--- src/hdl/derq_pkg.sv ---
`timescale 1ns / 1ps
`default_nettype none
// ----------------------------------------------------------------------------
// derq_pkg
// Shared types and constants for the double-ended ring queue: action and
// status codes, field widths and the controller/datapath command bundle.
// ----------------------------------------------------------------------------
package derq_pkg;

    // Fixed field widths
    localparam int ACT_W  = 3;
    localparam int STAT_W = 2;
    localparam int DATA_W = 32;
    localparam int CNT_W  = 5;
    localparam int SUM_W  = CNT_W + 1;

    // Largest count/capacity the 5-bit fields can express
    localparam int CNT_MAX = (1 << CNT_W) - 1;

    localparam logic [CNT_W-1:0] CAP_RESET = CNT_W'(16);

    typedef enum logic [ACT_W-1:0] {
        ACT_PUSH_FRONT = 3'd0,
        ACT_PUSH_BACK  = 3'd1,
        ACT_POP_FRONT  = 3'd2,
        ACT_POP_BACK   = 3'd3,
        ACT_READ_FRONT = 3'd4,
        ACT_READ_BACK  = 3'd5,
        ACT_CLEAR      = 3'd6,
        ACT_STATUS     = 3'd7
    } action_t;

    localparam logic [STAT_W-1:0] STAT_OK    = 2'd0;
    localparam logic [STAT_W-1:0] STAT_FULL  = 2'd1;
    localparam logic [STAT_W-1:0] STAT_EMPTY = 2'd2;

    // Controller to datapath
    typedef struct packed {
        logic load;       // latch the accepted item
        logic mod_start;  // launch the index reduction
        logic commit;     // memory access and head/count update
    } derq_cmd_t;

    // Datapath to controller
    typedef struct packed {
        logic mod_done;
    } derq_stat_t;

endpackage
`default_nettype wire

--- src/hdl/derq_ram.sv ---
`timescale 1ns / 1ps
`default_nettype none
// ----------------------------------------------------------------------------
// derq_ram
// Generic single-write, single-read RAM with registered read data.
// ----------------------------------------------------------------------------
module derq_ram #(
    parameter int WIDTH = 32,
    parameter int DEPTH = 16
) (
    input  wire logic                     clk,
    input  wire logic                     we,
    input  wire logic [$clog2(DEPTH)-1:0] waddr,
    input  wire logic [WIDTH-1:0]         wdata,
    input  wire logic [$clog2(DEPTH)-1:0] raddr,
    output logic      [WIDTH-1:0]         rdata
);

    logic [WIDTH-1:0] mem_reg [DEPTH];
    logic [WIDTH-1:0] rdata_reg;

    always_ff @(posedge clk)
    begin
        if (we)
        begin
            mem_reg[waddr] <= wdata;
        end
        rdata_reg <= mem_reg[raddr];
    end

    assign rdata = rdata_reg;

endmodule
`default_nettype wire

--- src/hdl/derq_mod.sv ---
`timescale 1ns / 1ps
`default_nettype none
// ----------------------------------------------------------------------------
// derq_mod
// Iterative restoring remainder unit: one dividend bit per cycle, reduces a
// ring position sum modulo the effective capacity.
// ----------------------------------------------------------------------------
module derq_mod
    import derq_pkg::*;
(
    input  wire logic             clk,
    input  wire logic             rst_n,
    input  wire logic             start,
    input  wire logic [SUM_W-1:0] dividend,
    input  wire logic [CNT_W-1:0] divisor,
    output logic                  done,
    output logic      [CNT_W-1:0] remainder
);

    localparam int STEP_W = $clog2(SUM_W + 1);

    logic [STEP_W-1:0] cnt_reg,  cnt_next;
    logic              done_reg, done_next;
    logic [SUM_W-1:0]  dvd_reg,  dvd_next;
    logic [CNT_W-1:0]  div_reg,  div_next;
    logic [CNT_W-1:0]  rem_reg,  rem_next;
    logic [SUM_W-1:0]  trial;

    // One restoring step: shift in next dividend bit, subtract if it fits
    always_comb
    begin
        trial     = {rem_reg, dvd_reg[SUM_W-1]};
        cnt_next  = cnt_reg;
        dvd_next  = dvd_reg;
        div_next  = div_reg;
        rem_next  = rem_reg;
        done_next = 1'b0;
        if (start)
        begin
            cnt_next = STEP_W'(SUM_W);
            dvd_next = dividend;
            div_next = divisor;
            rem_next = '0;
        end
        else if (cnt_reg != '0)
        begin
            dvd_next = {dvd_reg[SUM_W-2:0], 1'b0};
            cnt_next = cnt_reg - STEP_W'(1);
            if (trial >= {1'b0, div_reg})
            begin
                rem_next = CNT_W'(trial - {1'b0, div_reg});
            end
            else
            begin
                rem_next = CNT_W'(trial);
            end
            done_next = (cnt_reg == STEP_W'(1));
        end
    end

    // Control state
    always_ff @(posedge clk or negedge rst_n)
    begin
        if (!rst_n)
        begin
            cnt_reg  <= '0;
            done_reg <= 1'b0;
        end
        else
        begin
            cnt_reg  <= cnt_next;
            done_reg <= done_next;
        end
    end

    // Operands and partial remainder
    always_ff @(posedge clk)
    begin
        dvd_reg <= dvd_next;
        div_reg <= div_next;
        rem_reg <= rem_next;
    end

    assign done      = done_reg;
    assign remainder = rem_reg;

endmodule
`default_nettype wire

--- src/hdl/derq_ctrl.sv ---
`timescale 1ns / 1ps
`default_nettype none
// ----------------------------------------------------------------------------
// derq_ctrl
// Sequencer for one queue action: latch, reduce index, access store, report.
// ----------------------------------------------------------------------------
module derq_ctrl
    import derq_pkg::*;
(
    input  wire logic       clk,
    input  wire logic       rst_n,
    input  wire logic       start,
    input  wire derq_stat_t stat,
    output derq_cmd_t       cmd,
    output logic            busy,
    output logic            done
);

    typedef enum logic [2:0] {
        S_IDLE,
        S_MOD_START,
        S_MOD_WAIT,
        S_ACCESS,
        S_RESP
    } state_t;

    state_t state_reg;
    logic   busy_reg;
    logic   done_reg;

    // State and registered handshake outputs
    always_ff @(posedge clk or negedge rst_n)
    begin
        if (!rst_n)
        begin
            state_reg <= S_IDLE;
            busy_reg  <= 1'b0;
            done_reg  <= 1'b0;
        end
        else
        begin
            done_reg <= 1'b0;
            case (state_reg)
                S_IDLE:
                begin
                    if (start)
                    begin
                        state_reg <= S_MOD_START;
                        busy_reg  <= 1'b1;
                    end
                end
                S_MOD_START:
                begin
                    state_reg <= S_MOD_WAIT;
                end
                S_MOD_WAIT:
                begin
                    if (stat.mod_done)
                    begin
                        state_reg <= S_ACCESS;
                    end
                end
                S_ACCESS:
                begin
                    state_reg <= S_RESP;
                    done_reg  <= 1'b1;
                end
                S_RESP:
                begin
                    state_reg <= S_IDLE;
                    busy_reg  <= 1'b0;
                end
                default:
                begin
                    state_reg <= S_IDLE;
                    busy_reg  <= 1'b0;
                end
            endcase
        end
    end

    // Datapath commands
    always_comb
    begin
        cmd.load      = (state_reg == S_IDLE) && start;
        cmd.mod_start = (state_reg == S_MOD_START);
        cmd.commit    = (state_reg == S_ACCESS);
    end

    assign busy = busy_reg;
    assign done = done_reg;

endmodule
`default_nettype wire

--- src/hdl/derq_dp.sv ---
`timescale 1ns / 1ps
`default_nettype none
// ----------------------------------------------------------------------------
// derq_dp
// Queue datapath: capacity register, head and count, entry store, index
// reduction unit and result registers.
// ----------------------------------------------------------------------------
module derq_dp
    import derq_pkg::*;
#(
    parameter int DEPTH      = 16,
    parameter int WORD_WIDTH = 32
) (
    input  wire logic              clk,
    input  wire logic              rst_n,
    input  wire derq_cmd_t         cmd,
    output derq_stat_t             stat,
    input  wire logic              cfg_we,
    input  wire logic [CNT_W-1:0]  cfg_wdata,
    input  wire logic [ACT_W-1:0]  action,
    input  wire logic [DATA_W-1:0] item_data,
    output logic      [STAT_W-1:0] status,
    output logic      [DATA_W-1:0] read_data,
    output logic      [CNT_W-1:0]  entry_count,
    output logic                   is_empty,
    output logic                   is_full
);

    localparam int AW        = $clog2(DEPTH);
    localparam int SW        = (WORD_WIDTH < DATA_W) ? WORD_WIDTH : DATA_W;
    localparam int CAP_LIMIT = (DEPTH < CNT_MAX) ? DEPTH : CNT_MAX;

    logic [CNT_W-1:0]  cap_reg;
    logic [CNT_W-1:0]  head_reg,   head_next;
    logic [CNT_W-1:0]  count_reg,  count_next;
    logic [CNT_W-1:0]  capeff_reg;
    logic [CNT_W-1:0]  capeff;
    action_t           action_reg;
    logic [SW-1:0]     data_reg;
    logic [STAT_W-1:0] status_reg, status_next;
    logic              rd_ok_reg,  rd_ok_next;

    logic [SUM_W-1:0]  mod_dvd;
    logic              mod_done;
    logic [CNT_W-1:0]  mod_rem;
    logic              q_full;
    logic              q_empty;
    logic              ram_we;
    logic [AW-1:0]     ram_waddr;
    logic [AW-1:0]     ram_raddr;
    logic [SW-1:0]     ram_rdata;

    // Capacity clamped to 1..min(DEPTH, 31)
    always_comb
    begin
        if (cap_reg == '0)
        begin
            capeff = CNT_W'(1);
        end
        else if (cap_reg > CNT_W'(CAP_LIMIT))
        begin
            capeff = CNT_W'(CAP_LIMIT);
        end
        else
        begin
            capeff = cap_reg;
        end
    end

    // Capacity register
    always_ff @(posedge clk or negedge rst_n)
    begin
        if (!rst_n)
        begin
            cap_reg <= CAP_RESET;
        end
        else if (cfg_we)
        begin
            cap_reg <= cfg_wdata;
        end
    end

    // Latched item
    always_ff @(posedge clk)
    begin
        if (cmd.load)
        begin
            action_reg <= action_t'(action);
            data_reg   <= item_data[SW-1:0];
            capeff_reg <= capeff;
        end
    end

    // Ring position to reduce: head, back entry or slot after the back
    always_comb
    begin
        case (action_reg)
            ACT_PUSH_BACK:
            begin
                mod_dvd = {1'b0, head_reg} + {1'b0, count_reg};
            end
            ACT_POP_BACK, ACT_READ_BACK:
            begin
                mod_dvd = SUM_W'({1'b0, head_reg} + {1'b0, count_reg} - SUM_W'(1));
            end
            default:
            begin
                mod_dvd = {1'b0, head_reg};
            end
        endcase
    end

    derq_mod u_mod (
        .clk       (clk),
        .rst_n     (rst_n),
        .start     (cmd.mod_start),
        .dividend  (mod_dvd),
        .divisor   (capeff_reg),
        .done      (mod_done),
        .remainder (mod_rem)
    );

    assign stat.mod_done = mod_done;

    assign q_full  = (count_reg >= capeff_reg);
    assign q_empty = (count_reg == '0);

    // Action decode at commit
    always_comb
    begin
        head_next   = head_reg;
        count_next  = count_reg;
        status_next = STAT_OK;
        rd_ok_next  = 1'b0;
        ram_we      = 1'b0;
        ram_waddr   = AW'(mod_rem);
        case (action_reg)
            ACT_PUSH_FRONT:
            begin
                if (q_full)
                begin
                    status_next = STAT_FULL;
                end
                else
                begin
                    head_next  = (mod_rem == '0) ? capeff_reg - CNT_W'(1)
                                                 : mod_rem - CNT_W'(1);
                    ram_we     = 1'b1;
                    ram_waddr  = AW'(head_next);
                    count_next = count_reg + CNT_W'(1);
                end
            end
            ACT_PUSH_BACK:
            begin
                if (q_full)
                begin
                    status_next = STAT_FULL;
                end
                else
                begin
                    ram_we     = 1'b1;
                    count_next = count_reg + CNT_W'(1);
                end
            end
            ACT_POP_FRONT:
            begin
                if (q_empty)
                begin
                    status_next = STAT_EMPTY;
                end
                else
                begin
                    rd_ok_next = 1'b1;
                    head_next  = (mod_rem + CNT_W'(1) == capeff_reg) ? '0
                                                                     : mod_rem + CNT_W'(1);
                    count_next = count_reg - CNT_W'(1);
                end
            end
            ACT_POP_BACK:
            begin
                if (q_empty)
                begin
                    status_next = STAT_EMPTY;
                end
                else
                begin
                    rd_ok_next = 1'b1;
                    count_next = count_reg - CNT_W'(1);
                end
            end
            ACT_READ_FRONT, ACT_READ_BACK:
            begin
                if (q_empty)
                begin
                    status_next = STAT_EMPTY;
                end
                else
                begin
                    rd_ok_next = 1'b1;
                end
            end
            ACT_CLEAR:
            begin
                head_next  = '0;
                count_next = '0;
            end
            default:
            begin
                status_next = STAT_OK;
            end
        endcase
    end

    assign ram_raddr = AW'(mod_rem);

    derq_ram #(
        .WIDTH (SW),
        .DEPTH (DEPTH)
    ) u_store (
        .clk   (clk),
        .we    (ram_we && cmd.commit),
        .waddr (ram_waddr),
        .wdata (data_reg),
        .raddr (ram_raddr),
        .rdata (ram_rdata)
    );

    // Queue state
    always_ff @(posedge clk or negedge rst_n)
    begin
        if (!rst_n)
        begin
            head_reg  <= '0;
            count_reg <= '0;
        end
        else if (cmd.commit)
        begin
            head_reg  <= head_next;
            count_reg <= count_next;
        end
    end

    // Result fields
    always_ff @(posedge clk)
    begin
        if (cmd.commit)
        begin
            status_reg <= status_next;
            rd_ok_reg  <= rd_ok_next;
        end
    end

    assign status      = status_reg;
    assign read_data   = rd_ok_reg ? DATA_W'(ram_rdata) : '0;
    assign entry_count = count_reg;
    assign is_empty    = q_empty;
    assign is_full     = q_full;

endmodule
`default_nettype wire

--- src/hdl/double_ended_ring_queue_core.sv ---
`timescale 1ns / 1ps
`default_nettype none
// ----------------------------------------------------------------------------
// double_ended_ring_queue_core
// Fixed-capacity double-ended ring queue with push, pop and peek at both
// ends, clear and status query.
//
// Usage:
//   Command channel: drive action and item_data with start high; the item is
//   taken at a rising edge where start is high and busy is low. busy stays
//   high until the result has been shown.
//   Result channel: status, read_data, entry_count, is_empty and is_full are
//   valid for the single cycle in which done is high; the receiver cannot
//   stall, so it must capture them in that cycle.
//   Sequence: after the accepting edge the ring position is wrapped at the
//   programmed capacity by the bit-serial remainder unit, then the store is
//   accessed with a registered read and the result is registered; the next
//   item is taken only once busy has fallen after done.
//   Configuration: cfg_we writes cfg_wdata into the capacity register
//   (effective range 1..min(DEPTH,31)); write only while idle and follow
//   a capacity change with a clear.
//   Reset: head and count clear, capacity returns to 16, the entry store
//   keeps its data; user must not read it before it is written (unenforced).
// ----------------------------------------------------------------------------
module double_ended_ring_queue_core
    import derq_pkg::*;
#(
    parameter int DEPTH      = 16,
    parameter int WORD_WIDTH = 32
) (
    input  wire logic              clk,
    input  wire logic              rst_n,
    input  wire logic              start,
    output logic                   busy,
    input  wire logic [ACT_W-1:0]  action,
    input  wire logic [DATA_W-1:0] item_data,
    output logic                   done,
    output logic      [STAT_W-1:0] status,
    output logic      [DATA_W-1:0] read_data,
    output logic      [CNT_W-1:0]  entry_count,
    output logic                   is_empty,
    output logic                   is_full,
    input  wire logic              cfg_we,
    input  wire logic [CNT_W-1:0]  cfg_wdata
);

    derq_cmd_t  cmd;
    derq_stat_t stat;

    derq_ctrl u_ctrl (
        .clk   (clk),
        .rst_n (rst_n),
        .start (start),
        .stat  (stat),
        .cmd   (cmd),
        .busy  (busy),
        .done  (done)
    );

    derq_dp #(
        .DEPTH      (DEPTH),
        .WORD_WIDTH (WORD_WIDTH)
    ) u_dp (
        .clk         (clk),
        .rst_n       (rst_n),
        .cmd         (cmd),
        .stat        (stat),
        .cfg_we      (cfg_we),
        .cfg_wdata   (cfg_wdata),
        .action      (action),
        .item_data   (item_data),
        .status      (status),
        .read_data   (read_data),
        .entry_count (entry_count),
        .is_empty    (is_empty),
        .is_full     (is_full)
    );

endmodule
`default_nettype wire

--- config.mk ---
export PLATFORM = sky130hd
export DESIGN_NAME = double_ended_ring_queue_core
export DESIGN_NICKNAME = d
export VERILOG_FILES = /design/src/hdl/derq_pkg.sv /design/src/hdl/derq_ram.sv /design/src/hdl/derq_mod.sv /design/src/hdl/derq_ctrl.sv /design/src/hdl/derq_dp.sv /design/src/hdl/double_ended_ring_queue_core.sv
export SDC_FILE = /design/constraint.sdc
export NUM_CORES = 1
export LEC_CHECK = 0
export ABC_AREA = 1
export BUFFER_PORTS_ARGS = -buffer_cell sky130_fd_sc_hd__buf_2
export CAP_MARGIN = 25
export CORE_ASPECT_RATIO = 0.8
export CORE_MARGIN = 2
export CORE_UTILIZATION = 35
export DETAILED_ROUTE_END_ITERATION = 8
export PLACE_DENSITY = 0.5
export REMOVE_ABC_BUFFERS = 1
export SKIP_CTS_REPAIR_TIMING = 1
export SKIP_LAST_GASP = 1
export SLEW_MARGIN = 20
export SYNTH_ARGS = -nofsm -noshare
export SYNTH_HDL_FRONTEND = slang
export SYNTH_SLANG_ARGS = --single-unit
export TNS_END_PERCENT = 50
--- constraint.sdc ---
create_clock -name clk -period 12.5 [get_ports clk]
set_input_delay 1.25 -clock clk [delete_from_list [all_inputs] [get_ports clk]]
set_output_delay 1.25 -clock clk [all_outputs]
set_load 0.01 [all_outputs]
==> results of run 1 <==
kinds of logic (layout without fill, tap and decap cells):
kind of cell	Yosys count	count (layout)	synth area share
flops	627	627	0.7322
xor+xnor	6	6	0.002098
compound gates	454	454	0.1054
buf+inv	218	349	0.03567
simple gates	650	650	0.1074
fa+ha+maj	30	30	0.01589
mux	3	3	0.001349
power by group:
| group | total [mW] | switching, mW | internal [mW] |
|---|---|---|---|
| Combinational | 2.01 | 1.38 | 0.627 |
| Sequential | 2.79 | 0.240 | 2.55 |
| Clock | 1.92 | 0.807 | 1.11 |
| Total | 6.71 | 2.43 | 4.28 |
final timing paths:
kind | end | slack [ps]
worst min register to register | u_dp.u_mod.div_reg[4]$_DFFE_PP_ | 450
min in group asynchronous | u_dp.entry_count[0]$_DFFE_PN0P_ | 660
worst min-delay path | u_dp.u_mod.div_reg[4]$_DFFE_PP_ | 450
worst max register to register | u_dp.u_store.mem_reg[10][21]$_DFFE_PP_ | 7800
max in group asynchronous | u_ctrl.busy$_DFFE_PN0P_ | 11450
worst max-delay path | u_dp.u_store.mem_reg[10][21]$_DFFE_PP_ | 7800
critical path: stages, from the launching register on:
cell	delay [ps]
dfxtp_4	690
clkinv_2	830
ha_1	500
inv_1	70
nor2_2	60
nand2_2	110
nand2_1	70
nand2_2	150
ha_1	300
o21ai_2	180
nand3_1	360
nor2_4	530
buf_4	480
through the flow:
stage	total power, mW	hold WS, ps	utilization	cells	instance area (um2)
after floorplan	4.057	426.4	-	1880	24570
after global placement	4.803	441.6	0.3753	2926	26510
after detailed placement	4.853	437.6	0.3768	2930	26620
after CTS	6.784	451.1	0.4066	3052	28720
after global routing	7.140	464.4	0.4070	3053	28750
final	6.712	448.2	0.4070	3053	28750
metal layers:
metal  part of all wire  GRT usage  vias up
met4              0.018    0.04303        2
met5            0.00021          0        -
li1                   -          -     7389
met3              0.051    0.02961       86
met2               0.45     0.2638      389
met1               0.48     0.2527     7840
placed cells by master, fill, tap and decap left out, types with 17 or more instances in the layout:
master and count:
clkinv_2 17, ha_1 27, buf_4 26, a21oi_1 19, buf_2 86, nor2_4 20, clkbuf_16 68, dfxtp_1 33
clkbuf_1 18, nor2_1 294, o21ai_0 277, inv_1 104, dfrtp_1 23, o221ai_1 57, nand3_1 89, nand2_1 211
o22ai_1 73, edfxtp_1 566
layout make-up:
class | instances | area [um2]
tap | 934 | 1169
clock inverter | 33 | 290.3
inverter | 110 | 419.2
fill | 6562 | 41900
sequential | 627 | 18350
clock buffer | 89 | 1810
multi-input combinational | 1143 | 5949
timing repair buffer | 117 | 763.2
==> flow_summary_export.csv, run 1 <==
group,metric,value,unit
final_layout,area_growth,14.79,%
drt,wl_per_cell,20.68,um
floorplanning,core,70650,um2
grt,grt-ovfl-total,0,
timing,fmax,212.7,MHz
clock_network,ctsLongestPathBuffers,3,
logic_synthesis,netlist_top_cells_area,"edfxtp_1, o21ai_0, nor2_1",
drt,routed_wl,63130,um
timing,min_period,4702,ps
grt,grt_pass1_wl,96390,um
drt,drt_first_pass_iters,5,
grt,grt_max_degree,97,
worst_setup_path,startpoint,"u_dp.u_mod.remainder[1]$_SDFFE_PP0N_",
place,gp_congestion,0.8273,
drt,drt-initial-drc-count,1147,
hold_path,hp-start,"u_dp.capeff_reg[4]$_SDFFCE_PN0P_",
logic_synthesis,synth-edff-count,566,
timing,finalSetupViolCount,0,
final_layout,layout-drive-gt1-share,0.1279,
logic_synthesis,netlist_area,25050,um2
worst_setup_path,cp.required,12750,ps
drt,drt-vias-per-instance,5.144,
timing,finalHoldViolCount,0,
floorplanning,die_h,243.3,um
floorplanning,initial_core_util,0.3545,
drt,via_count,15710,
logic_synthesis,synth_ff_type,"edfxtp_1",
logic_synthesis,synthArstFlopShare,0.03828,
hold_path,hold_depth,0,
clock_network,cts_made_buffers,67,
final_layout,largest_reg_flops,512,
worst_setup_path,crit_type,"flip-flop to flip-flop",
logic_synthesis,synth.avg_cell_area,12.60,um2
worst_setup_path,start_kind,"flip-flop",
timing,fin_setup_tns,0,ps
clock_network,clk_latency,610,ps
floorplanning,die_x,303.1,um
timing,worst_slew_pin_slew,979.2,ps
logic_synthesis,synth-seq-area-share,0.7322,
logic_synthesis,yosysWarnings,0,
clock_network,htreeDepth,3,
timing,worst_slack,7798,ps
timing,rsz0062_at_grt,"false",
worst_setup_path,r2r_cells,12,
floorplanning,num_rows,87,
logic_synthesis,ys_ff_latch,627,
clock_network,cts_root_buf,"clkbuf_16",
place,pre_cts_ws,7763,ps
logic_synthesis,ys_top_cells_by_count,"edfxtp_1, nor2_1, o21ai_0, nand2_1, inv_1",
power,p_per_area,233.5,nW/um2
job,cap_violations,0,
power,peakVddDrop,136.3,uV
clock_network,cts_tree,"yes",
logic_synthesis,ys_types,46,
logic_synthesis,yosysMostFrequentCell,"edfxtp_1",
grt,grt_pass1_vias,15600,
hold_path,hp-class,"flip-flop to flip-flop",
grt,antenna_found_initial,2,
floorplanning,io_pins,87,
status,status,"complete, no violations",
timing,fin_skew,24.28,ps
timing,min_period_over_period,0.3762,
place,io_buffers,86,
worst_setup_path,critPathCaptureType,"flip-flop",
grt,track_usage,0.1719,
logic_synthesis,yosysTopAreaCell,"edfxtp_1",
worst_setup_path,worst_ep_arrival_time,4950,ps
drt,detail-route-antenna-nets,0,
clock_network,cts_sinks,627,
worst_setup_path,r2r-start,"u_dp.u_mod.remainder[1]$_SDFFE_PP0N_",
timing,slew_viol_final,0,
logic_synthesis,postSynthCellCount,1988,
final_layout,nNetsFinal,2140,
final_layout,antenna_cells,0,
logic_synthesis,netlist.area_leader.share,0.6786,
place,hpwlAfterDp,34970,um
drt,route.detailed.drc,0,
clock_network,clk_pin_slew,60,ps
timing,slew_headroom,0.3472,
worst_setup_path,path_max_fanout,55,
power,leakagePower,10.13,nW
floorplanning,die_area,73730,um2
Note: power is estimated with default switching activity, not from simulation.
==> run 2: changes to the inputs <==
--- a/config.mk
+++ b/config.mk
@@ -5,14 +5,14 @@
 export SDC_FILE = /design/constraint.sdc
 export NUM_CORES = 1
 export LEC_CHECK = 0
-export ABC_AREA = 1
+export ABC_AREA = 0
 export BUFFER_PORTS_ARGS = -buffer_cell sky130_fd_sc_hd__buf_2
 export CAP_MARGIN = 25
 export CORE_ASPECT_RATIO = 0.8
 export CORE_MARGIN = 2
 export CORE_UTILIZATION = 35
 export DETAILED_ROUTE_END_ITERATION = 8
-export PLACE_DENSITY = 0.5
+export PLACE_DENSITY = 0.52
 export REMOVE_ABC_BUFFERS = 1
 export SKIP_CTS_REPAIR_TIMING = 1
 export SKIP_LAST_GASP = 1
==> constraint.sdc (replaced) <==
create_clock -name clk -period 4 [get_ports clk]
set_input_delay 0.4 -clock clk [delete_from_list [all_inputs] [get_ports clk]]
set_output_delay 0.4 -clock clk [all_outputs]
set_load 0.01 [all_outputs]
==> flow_summary_export.csv, run 2 <==
group,metric,value,unit
grt,track_usage,0.1510,
floorplanning,die_x,300.9,um
clock_network,ctsLongestPathBuffers,3,
logic_synthesis,netlist_area,24670,um2
worst_setup_path,path_common_cell,"ha_1",
final_layout,nNetsFinal,1464,
worst_setup_path,start_kind,"flip-flop",
floorplanning,die_h,241.5,um
place,gp_congestion,0.8085,
final_layout,area_growth,17.95,%
drt,route.detailed.drc,0,
drt,detail-route-antenna-nets,0,
logic_synthesis,ys_ff_latch,627,
floorplanning,initial_core_util,0.3520,
logic_synthesis,synth_ff_type,"edfxtp_1",
timing,finalSetupViolCount,0,
clock_network,cts_made_buffers,66,
hold_path,hp-class,"primary input to flip-flop",
timing,slew_headroom,0.3128,
place,post_dp_cell_area,26600,um2
timing,worst_slew_pin_slew,1031,ps
drt,drt-initial-drc-count,873,
worst_setup_path,critical-path-max-stage-delay,640,ps
drt,via_count,11930,
timing,rsz0062_at_grt,"false",
final_layout,layout.cells.most_common,"edfxtp_1",
place,io_buffers,86,
grt,grt_pass1_vias,12370,
logic_synthesis,netlist_top_cells_area,"edfxtp_1, mux4_2, dfxtp_1",
power,peakVddDrop,822.0,uV
power,power,20.06,mW
floorplanning,core,70100,um2
floorplanning,die_area,72650,um2
logic_synthesis,synth.avg_cell_area,20.28,um2
grt,grt_pass1_wl,80250,um
logic_synthesis,synth-edff-count,566,
power,p_per_area,689.1,nW/um2
drt,wl_per_cell,22.63,um
clock_network,cts_sinks,627,
timing,min_period,3505,ps
worst_setup_path,cp.required,4220,ps
logic_synthesis,yosysMostFrequentCell,"edfxtp_1",
timing,slew_viol_final,0,
timing,min_period_over_period,0.8762,
clock_network,clk_pin_slew,60,ps
timing,fmax,285.3,MHz
logic_synthesis,netlist.area_leader.share,0.6888,
logic_synthesis,synthArstFlopShare,0.03828,
drt,drt_first_pass_iters,5,
worst_setup_path,cpMaxStageDelayCell,"or4_4",
logic_synthesis,yosysWarnings,0,
final_layout,final_cell_mix,"edfxtp_1, mux4_2, buf_2, clkbuf_16, dlygate4sd3_1",
timing,finalHoldViolCount,0,
place,hpwlAfterDp,29310,um
worst_setup_path,crit_type,"flip-flop to flip-flop",
clock_network,clk_latency,600,ps
worst_setup_path,worst_ep_arrival_time,3720,ps
logic_synthesis,yosysTopAreaCell,"edfxtp_1",
clock_network,cts_root_buf,"clkbuf_16",
floorplanning,io_pins,87,
final_layout,layout-drive-gt1-share,0.2894,
grt,grt-ovfl-total,0,
timing,fin_setup_tns,0,ps
final_layout,final_design_area_no_fill,29100,um2
job,cap_violations,0,
worst_setup_path,path_max_fanout,23,
floorplanning,num_rows,87,
worst_setup_path,critPathCaptureType,"flip-flop",
final_layout,antenna_cells,0,
clock_network,htreeDepth,3,
clock_network,cts_tree,"yes",
logic_synthesis,postSynthCellCount,1217,
status,status,"complete, no violations",
power,leakagePower,9.547,nW
drt,routed_wl,53740,um
logic_synthesis,ys_types,68,
timing,fin_skew,27.03,ps
drt,drt-vias-per-instance,5.021,
final_layout,largest_reg_flops,512,
logic_synthesis,synth-seq-area-share,0.7432,
grt,grt_max_degree,136,
logic_synthesis,ys_top_cells_by_count,"edfxtp_1, mux4_2, nor2_1, and2_1, dfxtp_1",
grt,antenna_found_initial,1,
worst_setup_path,path_cells,"inv_1, ha_1, nor4b_4, mux2i_1, ha_1, or4_4, o32ai_4, buf_4",
final_layout,fin_util,0.4152,
-- run 2: cell count changes in the layout (fill, tap and decap cells not counted), sizes merged, moves of 38 or more --
cell	change
nand2	-185
o221ai	-57
dlygate4sd3	+38
inv	-75
o21ai	-265
mux4	+160
o22ai	-67
nor2	-278
nand3	-86
-- run 2: per-stage QoR --
stage | setup slack (ps) | instances | hold WS, ps
after floorplan | -7758 | 1161 | 104.4
after global placement | 612.6 | 2217 | 450.2
after detailed placement | 537.4 | 2217 | 462.8
after CTS | 497.6 | 2336 | -200.8
after global routing | 312.4 | 2375 | 8.656
final | 495.3 | 2375 | 35.95
-- run 2: final cells by class --
class	count	area, um2
tap	934	1169
sequential	627	18350
clock inverter	30	246.5
multi-input combinational	497	6100
clock buffer	89	1852
inverter	37	138.9
fill	6217	41000
timing repair buffer	161	1246
-- run 2: kinds of logic (layout without fill, tap and decap cells) --
group,Yosys count,count (layout),synth area share
buffers and inverters,93,317,0.01542
AND/OR/NAND/NOR,166,166,0.03661
multiplexers,172,172,0.1512
adder cells (fa/ha/maj),32,32,0.01694
flip-flops,627,627,0.7432
AO/OA/AOI/OAI,101,101,0.02743
XOR/XNOR,26,26,0.009229
-- run 2: worst paths after layout --
path / startpoint / end / slack (ps) / cells after the start
max reg2reg: u_dp.u_mod.remainder[1]$_SDFFE_PP0N_ / u_dp.u_store.mem_reg[2][6]$_DFFE_PP_ / 500 / 8
max in group asynchronous: rst_n / u_ctrl.done$_DFF_PN0_ / 3210 / 2
min in group asynchronous: rst_n / u_dp.cap_reg[0]$_DFFE_PN0P_ / 360 / 2
min: cfg_we / u_dp.cap_reg[4]$_DFFE_PN1P_ / 40 / 2
min reg2reg: u_ctrl.busy$_DFFE_PN0P_ / u_ctrl.busy$_DFFE_PN0P_ / 510 / 2
max: u_dp.u_mod.remainder[1]$_SDFFE_PP0N_ / u_dp.u_store.mem_reg[2][6]$_DFFE_PP_ / 500 / 8
-- run 2: where the power goes --
group | switching, mW | internal, mW
combinational | 2.89 | 2.69
clock | 2.52 | 3.41
sequential | 0.576 | 7.98
total | 5.98 | 14.1
-- run 2: routing by layer --
metal | vias up | share of wire | global-route usage
met3 | 80 | 0.040 | 0.03022
li1 | 5307 | - | -
met1 | 6299 | 0.47 | 0.2115
met5 | - | 0 | 0
met2 | 239 | 0.47 | 0.2430
met4 | 0 | 0.020 | 0.03784
-- run 2: worst max-delay path: cells and delay by family (launching register included) --
kind	cells	cell delay [ps]
flip-flops	1	350
adder cells (fa/ha/maj)	2	600
buffers and inverters	2	640
AO/OA/AOI/OAI	1	130
multiplexers	1	390
AND/OR/NAND/NOR	2	990
